--- src/sv/mac_pkg.sv ---
// shared types, constants and sizes of the moving average crossover block
package mac_pkg;

  // sizing of the price history
  localparam int MAX_WINDOW  = 64;
  localparam int PRICE_BITS  = 32;
  localparam int SLOT_BITS   = $clog2(MAX_WINDOW);
  localparam int PERIOD_BITS = $clog2(MAX_WINDOW + 1);
  localparam int SUM_BITS    = PRICE_BITS + $clog2(MAX_WINDOW);
  localparam int PROD_BITS   = SUM_BITS + PERIOD_BITS;

  // fixed field widths
  localparam int SYMBOL_BITS = 16;
  localparam int FIELD_BITS  = 32;
  localparam int CFG_PERIOD_BITS = 7;
  localparam int CMP_BITS    = (PERIOD_BITS > CFG_PERIOD_BITS) ? PERIOD_BITS : CFG_PERIOD_BITS;

  // configuration port
  localparam int ADDR_BITS = 4;
  localparam int DATA_BITS = 32;

  // result queue
  localparam int QUEUE_DEPTH    = 4;
  localparam int QUEUE_PTR_BITS = $clog2(QUEUE_DEPTH);
  localparam int OCC_BITS       = $clog2(QUEUE_DEPTH + 1);

  // register reset values
  localparam logic [SYMBOL_BITS-1:0]     SYMBOL_RESET = '0;
  localparam logic [CFG_PERIOD_BITS-1:0] SHORT_RESET  = CFG_PERIOD_BITS'(5);
  localparam logic [CFG_PERIOD_BITS-1:0] LONG_RESET   = CFG_PERIOD_BITS'(20);

  // register indexes
  typedef enum logic [1:0] {
    REG_SYMBOL = 2'd0,
    REG_SHORT  = 2'd1,
    REG_LONG   = 2'd2
  } reg_index_t;

  // order sides
  localparam logic SIDE_BUY  = 1'b0;
  localparam logic SIDE_SELL = 1'b1;

  // one queued order
  typedef struct packed {
    logic                  side;
    logic [FIELD_BITS-1:0] price;
  } order_t;

endpackage

--- src/sv/mac_tick_if.sv ---
// market tick channel
interface mac_tick_if;
  logic                               valid;
  logic                               ready;
  logic [mac_pkg::SYMBOL_BITS-1:0]    symbol_id;
  logic [mac_pkg::FIELD_BITS-1:0]     last_price;
  logic [mac_pkg::FIELD_BITS-1:0]     bid_price;
  logic [mac_pkg::FIELD_BITS-1:0]     ask_price;

  modport source (output valid, output symbol_id, output last_price, output bid_price,
                  output ask_price, input ready);
  modport sink   (input valid, input symbol_id, input last_price, input bid_price,
                  input ask_price, output ready);
endinterface

--- src/sv/mac_order_if.sv ---
// order channel
interface mac_order_if;
  logic                           valid;
  logic                           ready;
  logic                           order_side;
  logic [mac_pkg::FIELD_BITS-1:0] order_price;

  modport source (output valid, output order_side, output order_price, input ready);
  modport sink   (input valid, input order_side, input order_price, output ready);
endinterface

--- src/sv/moving_average_crossover.sv ---
// moving average crossover signal generator, top level
//
//  channel | dir | handshake            | payload
//  --------+-----+----------------------+------------------------------------------
//  tick    | in  | valid/ready          | symbol_id, last_price, bid_price, ask_price
//  order   | out | valid/ready          | order_side, order_price
//  apb     | in  | psel/penable, pready | paddr, pwdata, prdata (3 registers)
//
// the price ring has one read port: each tick reads the oldest price of the long
// window in phase zero and of the short window in phase one, and the next tick may
// be taken in phase one. an order passes the short sum, multiply and compare stages.
// reset is synchronous; the ring itself is not cleared, the fill count guards it.
// up to 4 ticks may be in flight or queued as orders; the tick input waits beyond that.
module moving_average_crossover (
  input  logic                            clk,
  input  logic                            rst,
  mac_tick_if.sink                        tick,
  mac_order_if.source                     order,
  input  logic                            psel,
  input  logic                            penable,
  input  logic                            pwrite,
  input  logic [mac_pkg::ADDR_BITS-1:0]   paddr,
  input  logic [mac_pkg::DATA_BITS-1:0]   pwdata,
  output logic [mac_pkg::DATA_BITS-1:0]   prdata,
  output logic                            pready
);

  // configuration registers
  logic [mac_pkg::SYMBOL_BITS-1:0]     tracked_symbol;
  logic [mac_pkg::CFG_PERIOD_BITS-1:0] short_period;
  logic [mac_pkg::CFG_PERIOD_BITS-1:0] long_period;

  // history state
  logic [mac_pkg::PRICE_BITS-1:0]  ring [mac_pkg::MAX_WINDOW];
  logic [mac_pkg::PRICE_BITS-1:0]  ring_rdata;
  logic [mac_pkg::SLOT_BITS-1:0]   ring_raddr;
  logic                            ring_we;
  logic [mac_pkg::PERIOD_BITS-1:0] fill_count;
  logic [mac_pkg::PERIOD_BITS-1:0] fill_count_next;
  logic [mac_pkg::SLOT_BITS-1:0]   write_slot;
  logic [mac_pkg::SUM_BITS-1:0]    short_window_sum;
  logic [mac_pkg::SUM_BITS-1:0]    short_window_sum_next;
  logic [mac_pkg::SUM_BITS-1:0]    long_window_sum;
  logic [mac_pkg::SUM_BITS-1:0]    long_window_sum_next;
  logic                            was_above;

  // tick register, two phases per tick
  logic                            core_valid;
  logic                            core_phase;
  logic                            core_match;
  logic [mac_pkg::PRICE_BITS-1:0]  core_price;
  logic [mac_pkg::FIELD_BITS-1:0]  core_bid;
  logic [mac_pkg::FIELD_BITS-1:0]  core_ask;

  // short sum stage
  logic                            s2_valid;
  logic                            s2_match;
  logic                            s2_sub;
  logic                            s2_full;
  logic [mac_pkg::PRICE_BITS-1:0]  s2_price;
  logic [mac_pkg::FIELD_BITS-1:0]  s2_bid;
  logic [mac_pkg::FIELD_BITS-1:0]  s2_ask;

  // multiply stage
  logic                            s3_valid;
  logic                            s3_go;
  logic [mac_pkg::SUM_BITS-1:0]    s3_short;
  logic [mac_pkg::SUM_BITS-1:0]    s3_long;
  logic [mac_pkg::FIELD_BITS-1:0]  s3_bid;
  logic [mac_pkg::FIELD_BITS-1:0]  s3_ask;

  // compare stage
  logic                            s4_valid;
  logic                            s4_go;
  logic [mac_pkg::PROD_BITS-1:0]   s4_prod_short;
  logic [mac_pkg::PROD_BITS-1:0]   s4_prod_long;
  logic [mac_pkg::FIELD_BITS-1:0]  s4_bid;
  logic [mac_pkg::FIELD_BITS-1:0]  s4_ask;
  logic                            above;
  logic                            emit;
  mac_pkg::order_t                 emit_order;

  // order queue
  mac_pkg::order_t                   queue [mac_pkg::QUEUE_DEPTH];
  logic [mac_pkg::QUEUE_PTR_BITS-1:0] queue_head;
  logic [mac_pkg::QUEUE_PTR_BITS-1:0] queue_tail;
  logic [mac_pkg::OCC_BITS-1:0]       queue_count;
  logic [mac_pkg::OCC_BITS-1:0]       occupancy;
  logic                               pop;
  logic                               drop;

  // effective periods
  logic [mac_pkg::CMP_BITS-1:0]    lp_wide;
  logic [mac_pkg::CMP_BITS-1:0]    sp_wide;
  logic [mac_pkg::PERIOD_BITS-1:0] lp;
  logic [mac_pkg::PERIOD_BITS-1:0] sp;
  logic [mac_pkg::PERIOD_BITS-1:0] slot_ext;
  logic [mac_pkg::SLOT_BITS-1:0]   long_addr;
  logic [mac_pkg::SLOT_BITS-1:0]   short_addr;

  logic cfg_write;
  logic cfg_clear;
  logic tick_accept;
  logic core_free;

  // clamp the periods into range
  always_comb begin
    lp_wide = mac_pkg::CMP_BITS'(long_period);
    if (lp_wide == '0) begin
      lp_wide = mac_pkg::CMP_BITS'(1);
    end else if (lp_wide > mac_pkg::CMP_BITS'(mac_pkg::MAX_WINDOW)) begin
      lp_wide = mac_pkg::CMP_BITS'(mac_pkg::MAX_WINDOW);
    end
    sp_wide = mac_pkg::CMP_BITS'(short_period);
    if (sp_wide == '0) begin
      sp_wide = mac_pkg::CMP_BITS'(1);
    end else if (sp_wide > lp_wide) begin
      sp_wide = lp_wide;
    end
    lp = mac_pkg::PERIOD_BITS'(lp_wide);
    sp = mac_pkg::PERIOD_BITS'(sp_wide);
  end

  // ring addresses of the oldest prices in each window
  always_comb begin
    slot_ext = mac_pkg::PERIOD_BITS'(write_slot);
    if (slot_ext >= lp) begin
      long_addr = mac_pkg::SLOT_BITS'(slot_ext - lp);
    end else begin
      long_addr = mac_pkg::SLOT_BITS'(slot_ext + mac_pkg::PERIOD_BITS'(mac_pkg::MAX_WINDOW) - lp);
    end
    if (slot_ext >= sp) begin
      short_addr = mac_pkg::SLOT_BITS'(slot_ext - sp);
    end else begin
      short_addr = mac_pkg::SLOT_BITS'(slot_ext + mac_pkg::PERIOD_BITS'(mac_pkg::MAX_WINDOW) - sp);
    end
  end

  // configuration port
  assign pready    = 1'b1;
  assign cfg_write = psel && penable && pwrite && pready;

  // only a write to one of the three registers restarts the history
  assign cfg_clear = cfg_write && (paddr[3:2] inside {mac_pkg::REG_SYMBOL, mac_pkg::REG_SHORT,
                                                     mac_pkg::REG_LONG});

  always_comb begin
    unique case (paddr[3:2])
      mac_pkg::REG_SYMBOL: prdata = mac_pkg::DATA_BITS'(tracked_symbol);
      mac_pkg::REG_SHORT:  prdata = mac_pkg::DATA_BITS'(short_period);
      mac_pkg::REG_LONG:   prdata = mac_pkg::DATA_BITS'(long_period);
      default:             prdata = '0;
    endcase
  end

  always_ff @(posedge clk) begin
    if (rst) begin
      tracked_symbol <= mac_pkg::SYMBOL_RESET;
      short_period   <= mac_pkg::SHORT_RESET;
      long_period    <= mac_pkg::LONG_RESET;
    end else if (cfg_write) begin
      unique case (paddr[3:2])
        mac_pkg::REG_SYMBOL: tracked_symbol <= pwdata[mac_pkg::SYMBOL_BITS-1:0];
        mac_pkg::REG_SHORT:  short_period   <= pwdata[mac_pkg::CFG_PERIOD_BITS-1:0];
        mac_pkg::REG_LONG:   long_period    <= pwdata[mac_pkg::CFG_PERIOD_BITS-1:0];
        default: ;
      endcase
    end
  end

  // tick intake: core frees up after phase one, room is reserved for the order
  assign core_free   = !core_valid || core_phase;
  assign tick.ready  = core_free && (occupancy < mac_pkg::OCC_BITS'(mac_pkg::QUEUE_DEPTH));
  assign tick_accept = tick.valid && tick.ready;

  always_ff @(posedge clk) begin
    if (rst) begin
      core_valid <= 1'b0;
      core_phase <= 1'b0;
    end else if (tick_accept) begin
      core_valid <= 1'b1;
      core_phase <= 1'b0;
    end else if (core_valid) begin
      core_valid <= !core_phase;
      core_phase <= 1'b1;
    end
  end

  always_ff @(posedge clk) begin
    if (tick_accept) begin
      core_match <= (tick.symbol_id == tracked_symbol);
      core_price <= mac_pkg::PRICE_BITS'(tick.last_price);
      core_bid   <= tick.bid_price;
      core_ask   <= tick.ask_price;
    end
  end

  // ring memory, old data on a read of the entry being written
  assign ring_raddr = core_phase ? short_addr : long_addr;
  assign ring_we    = core_valid && core_phase && core_match;

  always_ff @(posedge clk) begin
    ring_rdata <= ring[ring_raddr];
    if (ring_we) begin
      ring[write_slot] <= core_price;
    end
  end

  // phase one: long sum update, fill count and slot advance
  always_comb begin
    long_window_sum_next = long_window_sum + mac_pkg::SUM_BITS'(core_price);
    if (fill_count >= lp) begin
      long_window_sum_next = long_window_sum_next - mac_pkg::SUM_BITS'(ring_rdata);
    end
    fill_count_next = fill_count;
    if (fill_count < lp) begin
      fill_count_next = fill_count + mac_pkg::PERIOD_BITS'(1);
    end
  end

  // short sum update, in the cycle after phase one
  always_comb begin
    short_window_sum_next = short_window_sum + mac_pkg::SUM_BITS'(s2_price);
    if (s2_sub) begin
      short_window_sum_next = short_window_sum_next - mac_pkg::SUM_BITS'(ring_rdata);
    end
  end

  // history registers
  always_ff @(posedge clk) begin
    if (rst || cfg_clear) begin
      fill_count       <= '0;
      write_slot       <= '0;
      long_window_sum  <= '0;
      short_window_sum <= '0;
    end else begin
      if (ring_we) begin
        long_window_sum <= long_window_sum_next;
        fill_count      <= fill_count_next;
        if (write_slot == mac_pkg::SLOT_BITS'(mac_pkg::MAX_WINDOW - 1)) begin
          write_slot <= '0;
        end else begin
          write_slot <= write_slot + mac_pkg::SLOT_BITS'(1);
        end
      end
      if (s2_valid && s2_match) begin
        short_window_sum <= short_window_sum_next;
      end
    end
  end

  // pipeline valids
  always_ff @(posedge clk) begin
    if (rst) begin
      s2_valid <= 1'b0;
      s3_valid <= 1'b0;
      s4_valid <= 1'b0;
    end else begin
      s2_valid <= core_valid && core_phase;
      s3_valid <= s2_valid;
      s4_valid <= s3_valid;
    end
  end

  // stage payloads
  always_ff @(posedge clk) begin
    s2_match <= core_match;
    s2_sub   <= core_match && (fill_count >= sp);
    s2_full  <= fill_count_next >= lp;
    s2_price <= core_price;
    s2_bid   <= core_bid;
    s2_ask   <= core_ask;

    s3_go    <= s2_match && s2_full;
    s3_short <= short_window_sum_next;
    s3_long  <= long_window_sum;
    s3_bid   <= s2_bid;
    s3_ask   <= s2_ask;

    s4_go         <= s3_go;
    s4_prod_short <= mac_pkg::PROD_BITS'(s3_short) * mac_pkg::PROD_BITS'(lp);
    s4_prod_long  <= mac_pkg::PROD_BITS'(s3_long) * mac_pkg::PROD_BITS'(sp);
    s4_bid        <= s3_bid;
    s4_ask        <= s3_ask;
  end

  // crossing detection
  always_comb begin
    above            = s4_prod_short > s4_prod_long;
    emit             = s4_valid && s4_go && (above != was_above);
    emit_order.side  = above ? mac_pkg::SIDE_BUY : mac_pkg::SIDE_SELL;
    emit_order.price = above ? s4_ask : s4_bid;
  end

  always_ff @(posedge clk) begin
    if (rst || cfg_clear) begin
      was_above <= 1'b0;
    end else if (s4_valid && s4_go) begin
      was_above <= above;
    end
  end

  // order queue
  assign pop               = order.valid && order.ready;
  assign drop              = s4_valid && !emit;
  assign order.valid       = queue_count != '0;
  assign order.order_side  = queue[queue_head].side;
  assign order.order_price = queue[queue_head].price;

  always_ff @(posedge clk) begin
    if (emit) begin
      queue[queue_tail] <= emit_order;
    end
  end

  always_ff @(posedge clk) begin
    if (rst) begin
      queue_head  <= '0;
      queue_tail  <= '0;
      queue_count <= '0;
      occupancy   <= '0;
    end else begin
      if (emit) begin
        queue_tail <= queue_tail + mac_pkg::QUEUE_PTR_BITS'(1);
      end
      if (pop) begin
        queue_head <= queue_head + mac_pkg::QUEUE_PTR_BITS'(1);
      end
      queue_count <= queue_count + mac_pkg::OCC_BITS'(emit) - mac_pkg::OCC_BITS'(pop);
      occupancy   <= occupancy + mac_pkg::OCC_BITS'(tick_accept)
                     - mac_pkg::OCC_BITS'(pop) - mac_pkg::OCC_BITS'(drop);
    end
  end

endmodule

--- src/flat_wrapper.sv ---
// flat-port wrapper written by rule: the top's interface ports become plain ports
module moving_average_crossover_flat 
  (clk, rst, psel, penable, pwrite, paddr, pwdata, prdata, pready, tick_valid, tick_symbol_id, tick_last_price, tick_bid_price, tick_ask_price, tick_ready, order_valid, order_order_side, order_order_price, order_ready);
  mac_tick_if tick_i ();
  mac_order_if order_i ();
  input  logic clk;
  input  logic rst;
  input  logic psel;
  input  logic penable;
  input  logic pwrite;
  input  logic [mac_pkg::ADDR_BITS-1:0] paddr;
  input  logic [mac_pkg::DATA_BITS-1:0] pwdata;
  output logic [mac_pkg::DATA_BITS-1:0] prdata;
  output logic pready;
  input wire logic [$bits(tick_i.valid)-1:0] tick_valid;
  input wire logic [$bits(tick_i.symbol_id)-1:0] tick_symbol_id;
  input wire logic [$bits(tick_i.last_price)-1:0] tick_last_price;
  input wire logic [$bits(tick_i.bid_price)-1:0] tick_bid_price;
  input wire logic [$bits(tick_i.ask_price)-1:0] tick_ask_price;
  output wire logic [$bits(tick_i.ready)-1:0] tick_ready;
  output wire logic [$bits(order_i.valid)-1:0] order_valid;
  output wire logic [$bits(order_i.order_side)-1:0] order_order_side;
  output wire logic [$bits(order_i.order_price)-1:0] order_order_price;
  input wire logic [$bits(order_i.ready)-1:0] order_ready;
  assign tick_i.valid = tick_valid;
  assign tick_i.symbol_id = tick_symbol_id;
  assign tick_i.last_price = tick_last_price;
  assign tick_i.bid_price = tick_bid_price;
  assign tick_i.ask_price = tick_ask_price;
  assign tick_ready = tick_i.ready;
  assign order_valid = order_i.valid;
  assign order_order_side = order_i.order_side;
  assign order_order_price = order_i.order_price;
  assign order_i.ready = order_ready;
  moving_average_crossover u_core (.clk(clk), .rst(rst), .tick(tick_i), .order(order_i), .psel(psel), .penable(penable), .pwrite(pwrite), .paddr(paddr), .pwdata(pwdata), .prdata(prdata), .pready(pready));
endmodule
--- config.mk ---
export PLATFORM = sky130hd
export DESIGN_NAME = moving_average_crossover_flat
export DESIGN_NICKNAME = d
export VERILOG_FILES = /design/src/sv/mac_pkg.sv /design/src/sv/mac_tick_if.sv /design/src/sv/mac_order_if.sv /design/src/sv/moving_average_crossover.sv /design/src/flat_wrapper.sv
export SDC_FILE = /design/constraint.sdc
export NUM_CORES = 2
export LEC_CHECK = 0
export BUFFER_PORTS_ARGS = -buffer_cell sky130_fd_sc_hd__buf_2
export CAP_MARGIN = 10
export CORE_AREA = 2 2 603 605
export DETAILED_ROUTE_END_ITERATION = 12
export DIE_AREA = 0 0 605 607
export SLEW_MARGIN = 20
export SYNTH_ARGS = -nofsm -noshare
export SYNTH_HDL_FRONTEND = slang
export SYNTH_SLANG_ARGS = --single-unit
--- constraint.sdc ---
create_clock -name clk -period 18.1 [get_ports clk]
set_clock_uncertainty 0.05 [all_clocks]
set_input_delay 3.62 -clock clk [delete_from_list [all_inputs] [get_ports clk]]
set_output_delay 3.62 -clock clk [all_outputs]
set_load 0.03 [all_outputs]
==> flow_summary_export.csv <==
group,metric,value,unit
timing,fin_crit,9.413,ns
setup_path,reg2reg_to,"u_core.s4_prod_long[43]$_DFF_P_",
clock_tree,post_cts_resized,0,
grt,global_route_total_overflow,0,
setup_path,crit_path_top_delay_cell,"a2111oi_0",
placement,detailed_place_hpwl,192700,µm
clock_tree,tritoncts,"done",
grt,grt_start_max_net_pins,127,
finish,multi_input_combinational_cell_area,43750,µm²
clock_tree,ctsHtreeMaxLevel,5,
synthesis,syn-mean-instance-area,16.17,µm²
timing,fin_crit_sh,52.01,%
floorplan,core,360900,µm²
timing,finalMaxSlewViolations,0,
finish,num-nets-final,8991,
setup_path,cp-end-kind,"register",
timing,totalNegativeSetupSlack,0,ns
setup_path,worst_ep_required_time,18.79,ns
finish,filler_cell_count,32600,
setup_path,rr_worst_depth,31,
floorplan,floorplan.initialDensity,34.85,%
setup_path,cp_slowest_stage_delay,1.02,ns
synthesis,synth_area,125800,µm²
clock_tree,clkSinkCount,2841,
setup_path,critical_path_buf_inv_count,6,
grt,grt_usage,17.23,%
clock_tree,hold_buffers,0,
routing,detail_route.drc_violations,0,
hold_path,whs_path_depth,0,
synthesis,yosysWarningCount,0,
setup_path,timing.critical_path.max_delay_family,"compound AO/OA/AOI/OAI gates",
routing,routed_wire_per_std_cell,24.38,µm
grt,antenna_found_initial,19,
floorplan,design.die.area,367200,µm²
setup_path,worst_ep_arrival_time,10.10,ns
power,leakagePower,0.05137,µW
power,worst_ir_drop_vdd,0.07737,mV
routing,dr.first_iter.drc_count,6687,
setup_path,register_to_register_path_setup_slack,8.69,ns
synthesis,synth_sequential_area_ratio,63.34,%
setup_path,start_kind,"register",
grt,grt_first_pass_wirelength,469100,µm
setup_path,critical_path_class,"register to register",
placement,gp_routability_congestion,0.8912,
grt,grt_pass1_vias,71220,
finish,drive_above_1_share,19.99,%
routing,vias,69080,
floorplan,fp-row-count,221,
timing,slew-limit-headroom,16.42,%
power,cellPowerDensity,125.0,nW/µm²
outcome,run_status,"completed",
finish,areaGrowthSynthToFinish,13.85,%
routing,finalWirelength,320900,µm
clock_tree,worst_setup_hold_path_clk_slew,0.06,ns
hold_path,hold_class,"register to register",
finish,seq_area,79670,µm²
timing,timing.final.hold_violations,0,
setup_path,worst_reg2reg_path_startpoint,"u_core.long_period[6]$_SDFFE_PP0P_",
clock_tree,clkLatencyLatePin,0.88,ns
synthesis,synthesis.instances,7778,
floorplan,die_boundary_height,607,µm
setup_path,cp_max_fo,40,
floorplan,top_level_ports,223,
hold_path,hold_start,"u_core.s2_bid[25]$_DFF_P_",
clock_tree,cts_setup_buffers,0,
clock_tree,cts_buffer_depth,4,
power,power,17890,µW
timing,finalSetupViolCount,0,
synthesis,ys_seq_elements,2841,
flow_run,max_cap_violations,0,
timing,worst_pin_slew,1.246,ns
routing,drtPass1Iterations,5,
clock_tree,number_of_buffers_added_by_the_clock_tree_synthesis_step,303,
clock_tree,cts_root_buffer_type,"clkbuf_16",
synthesis,async_reset_ff_share,0,%
setup_path,path_common_cell,"fa_1",
synthesis,synth_edf_count,2277,
placement,buffer_ports.inserted,187,
timing,rsz_0062_raised_after_global_routing,"no",
routing,route.detailed.vias_per_inst,5.248,
floorplan,dieWidth,605,µm
timing,timing.fmax,0.1062,GHz
synthesis,number_of_distinct_library_cells_after_synthesis,94,
routing,antenna_violating_nets_post_route,0,
synthesis,postSynth.topFlopCell,"edfxtp_1",
hold_path,hold_path_end,"u_core.s3_bid[25]$_DFF_P_",
[logic make-up (layout without fill, tap and decap cells)]
logic type | Yosys count | after routing | synth area share (%)
flops | 2841 | 2841 | 63.34
simple gates | 1513 | 1513 | 5.755
compound gates | 905 | 905 | 4.636
buf+inv | 793 | 1361 | 2.433
mux | 760 | 760 | 12.80
fa+ha+maj | 708 | 708 | 9.222
xor+xnor | 256 | 256 | 1.801
other cells | 2 | 24 | 0.005971
[synth_stat cells (56+ instances only)]
cell / number / area (µm²)
edfxtp_1: 2277 / 68380
mux4_2: 673 / 15160
nand2_1: 572 / 2147
dfxtp_1: 564 / 11290
inv_1: 454 / 1704
fa_1: 365 / 7307
ha_1: 343 / 4292
and2_1: 303 / 1896
a21oi_1: 291 / 1456
nor2_1: 287 / 1077
clkbuf_1: 241 / 904.6
xnor2_1: 162 / 1419
a21o_1: 145 / 1089
o21ai_0: 143 / 715.7
xor2_1: 91 / 797.0
nand3_1: 67 / 335.3
buf_1: 65 / 244.0
a211oi_1: 64 / 480.5
mux2_2: 58 / 653.1
a31oi_1: 56 / 350.3
[per-stage QoR]
stage                     instance area [µm²]  worst slack [ns]  hold slack [ns]  cells  utilization [%]
after floorplan                        125800             9.616           0.2596   7793                -
after global placement                 133400             8.369           0.2596  12610            36.98
after detailed placement               133500             8.343           0.2621  12610            36.99
after CTS                              143100             8.305           0.2550  13150            39.65
after global routing                   143200             8.462           0.2692  13160            39.67
final                                  143200             8.687           0.2490  13160            39.68
[report_power, final]
group	internal (µW)	leakage [µW]	switching, µW
combinational	1680	0.0215	2490
clock	3510	0.00471	2530
sequential	7530	0.0252	156
total	12700	0.0514	5180
[flip-flops by register name, summed over array words and instances, names as in the netlist, 38 cells and up, named ones only]
signal                   count
u_core.long_window_sum      38
u_core.s3_short             38
u_core.short_window_sum     38
u_core.s4_prod_long         45
u_core.s3_long              38
u_core.s4_prod_short        45
u_core.queue               132
u_core.ring               2048
[worst max path at each step]
stage | startpoint | endpoint | slack, ns | depth (start not counted)
floorplan | paddr[2] | prdata[0] | 9.62 | 3
global placement | u_core.long_period[6]$_SDFFE_PP0P_ | u_core.ring_rdata[16]$_DFF_P_ | 8.37 | 21
detailed placement | u_core.long_period[6]$_SDFFE_PP0P_ | u_core.ring_rdata[10]$_DFF_P_ | 8.34 | 21
CTS | u_core.long_period[6]$_SDFFE_PP0P_ | u_core.ring_rdata[10]$_DFF_P_ | 8.30 | 21
global route | u_core.long_period[6]$_SDFFE_PP0P_ | u_core.ring_rdata[10]$_DFF_P_ | 8.46 | 22
finish | u_core.long_period[6]$_SDFFE_PP0P_ | u_core.s4_prod_long[43]$_DFF_P_ | 8.69 | 31
[worst reg2reg max path: cells and delay by family (launching register included)]
kind | cells | cell delay [ns]
AOI/OAI and AO/OA | 14 | 3.90
xor gates and xnor gates | 1 | 0.13
adders and majority gates | 6 | 2.62
buffers and inverters | 6 | 1.47
DFF | 1 | 0.43
and+or+nand+nor | 4 | 0.69
[layout by cell type (no fill, tap or decap), types with 46 or more instances in the layout]
master / instances
nand2_1: 572
edfxtp_1: 2277
dfxtp_1: 562
a21oi_1: 290
clkinv_1: 52
nand3_1: 66
nor2_4: 62
buf_2: 187
o21ai_0: 143
nor2b_1: 49
fa_1: 364
xor2_1: 91
mux4_2: 673
and2_1: 298
a21o_1: 144
mux2_2: 58
nor3_1: 46
a31oi_1: 56
xnor2_1: 159
clkbuf_1: 63
clkbuf_16: 309
inv_1: 454
nor2_1: 218
buf_4: 173
ha_1: 342
a211oi_1: 59
[final cells by class]
cell class,instances,area share [%]
repair buffers,369,1.694
well taps,4794,4.189
inverters,454,1.190
multi-input cells,4159,30.55
clock buffers,390,5.739
flip-flops and latches,2841,55.64
diodes,7,0.01223
clock inverters,148,0.9805
[metal layers]
layer / GRT usage [%] / share of wire, % / vias to the layer above
li1: - / - / 29940
met2: 27.94 / 47 / 2590
met4: 6.762 / 4.1 / 6
met5: 0 / 0.012 / -
met3: 2.504 / 6.9 / 551
met1: 23.39 / 42 / 35990
No activity file was read; power rests on OpenSTA's default activity.
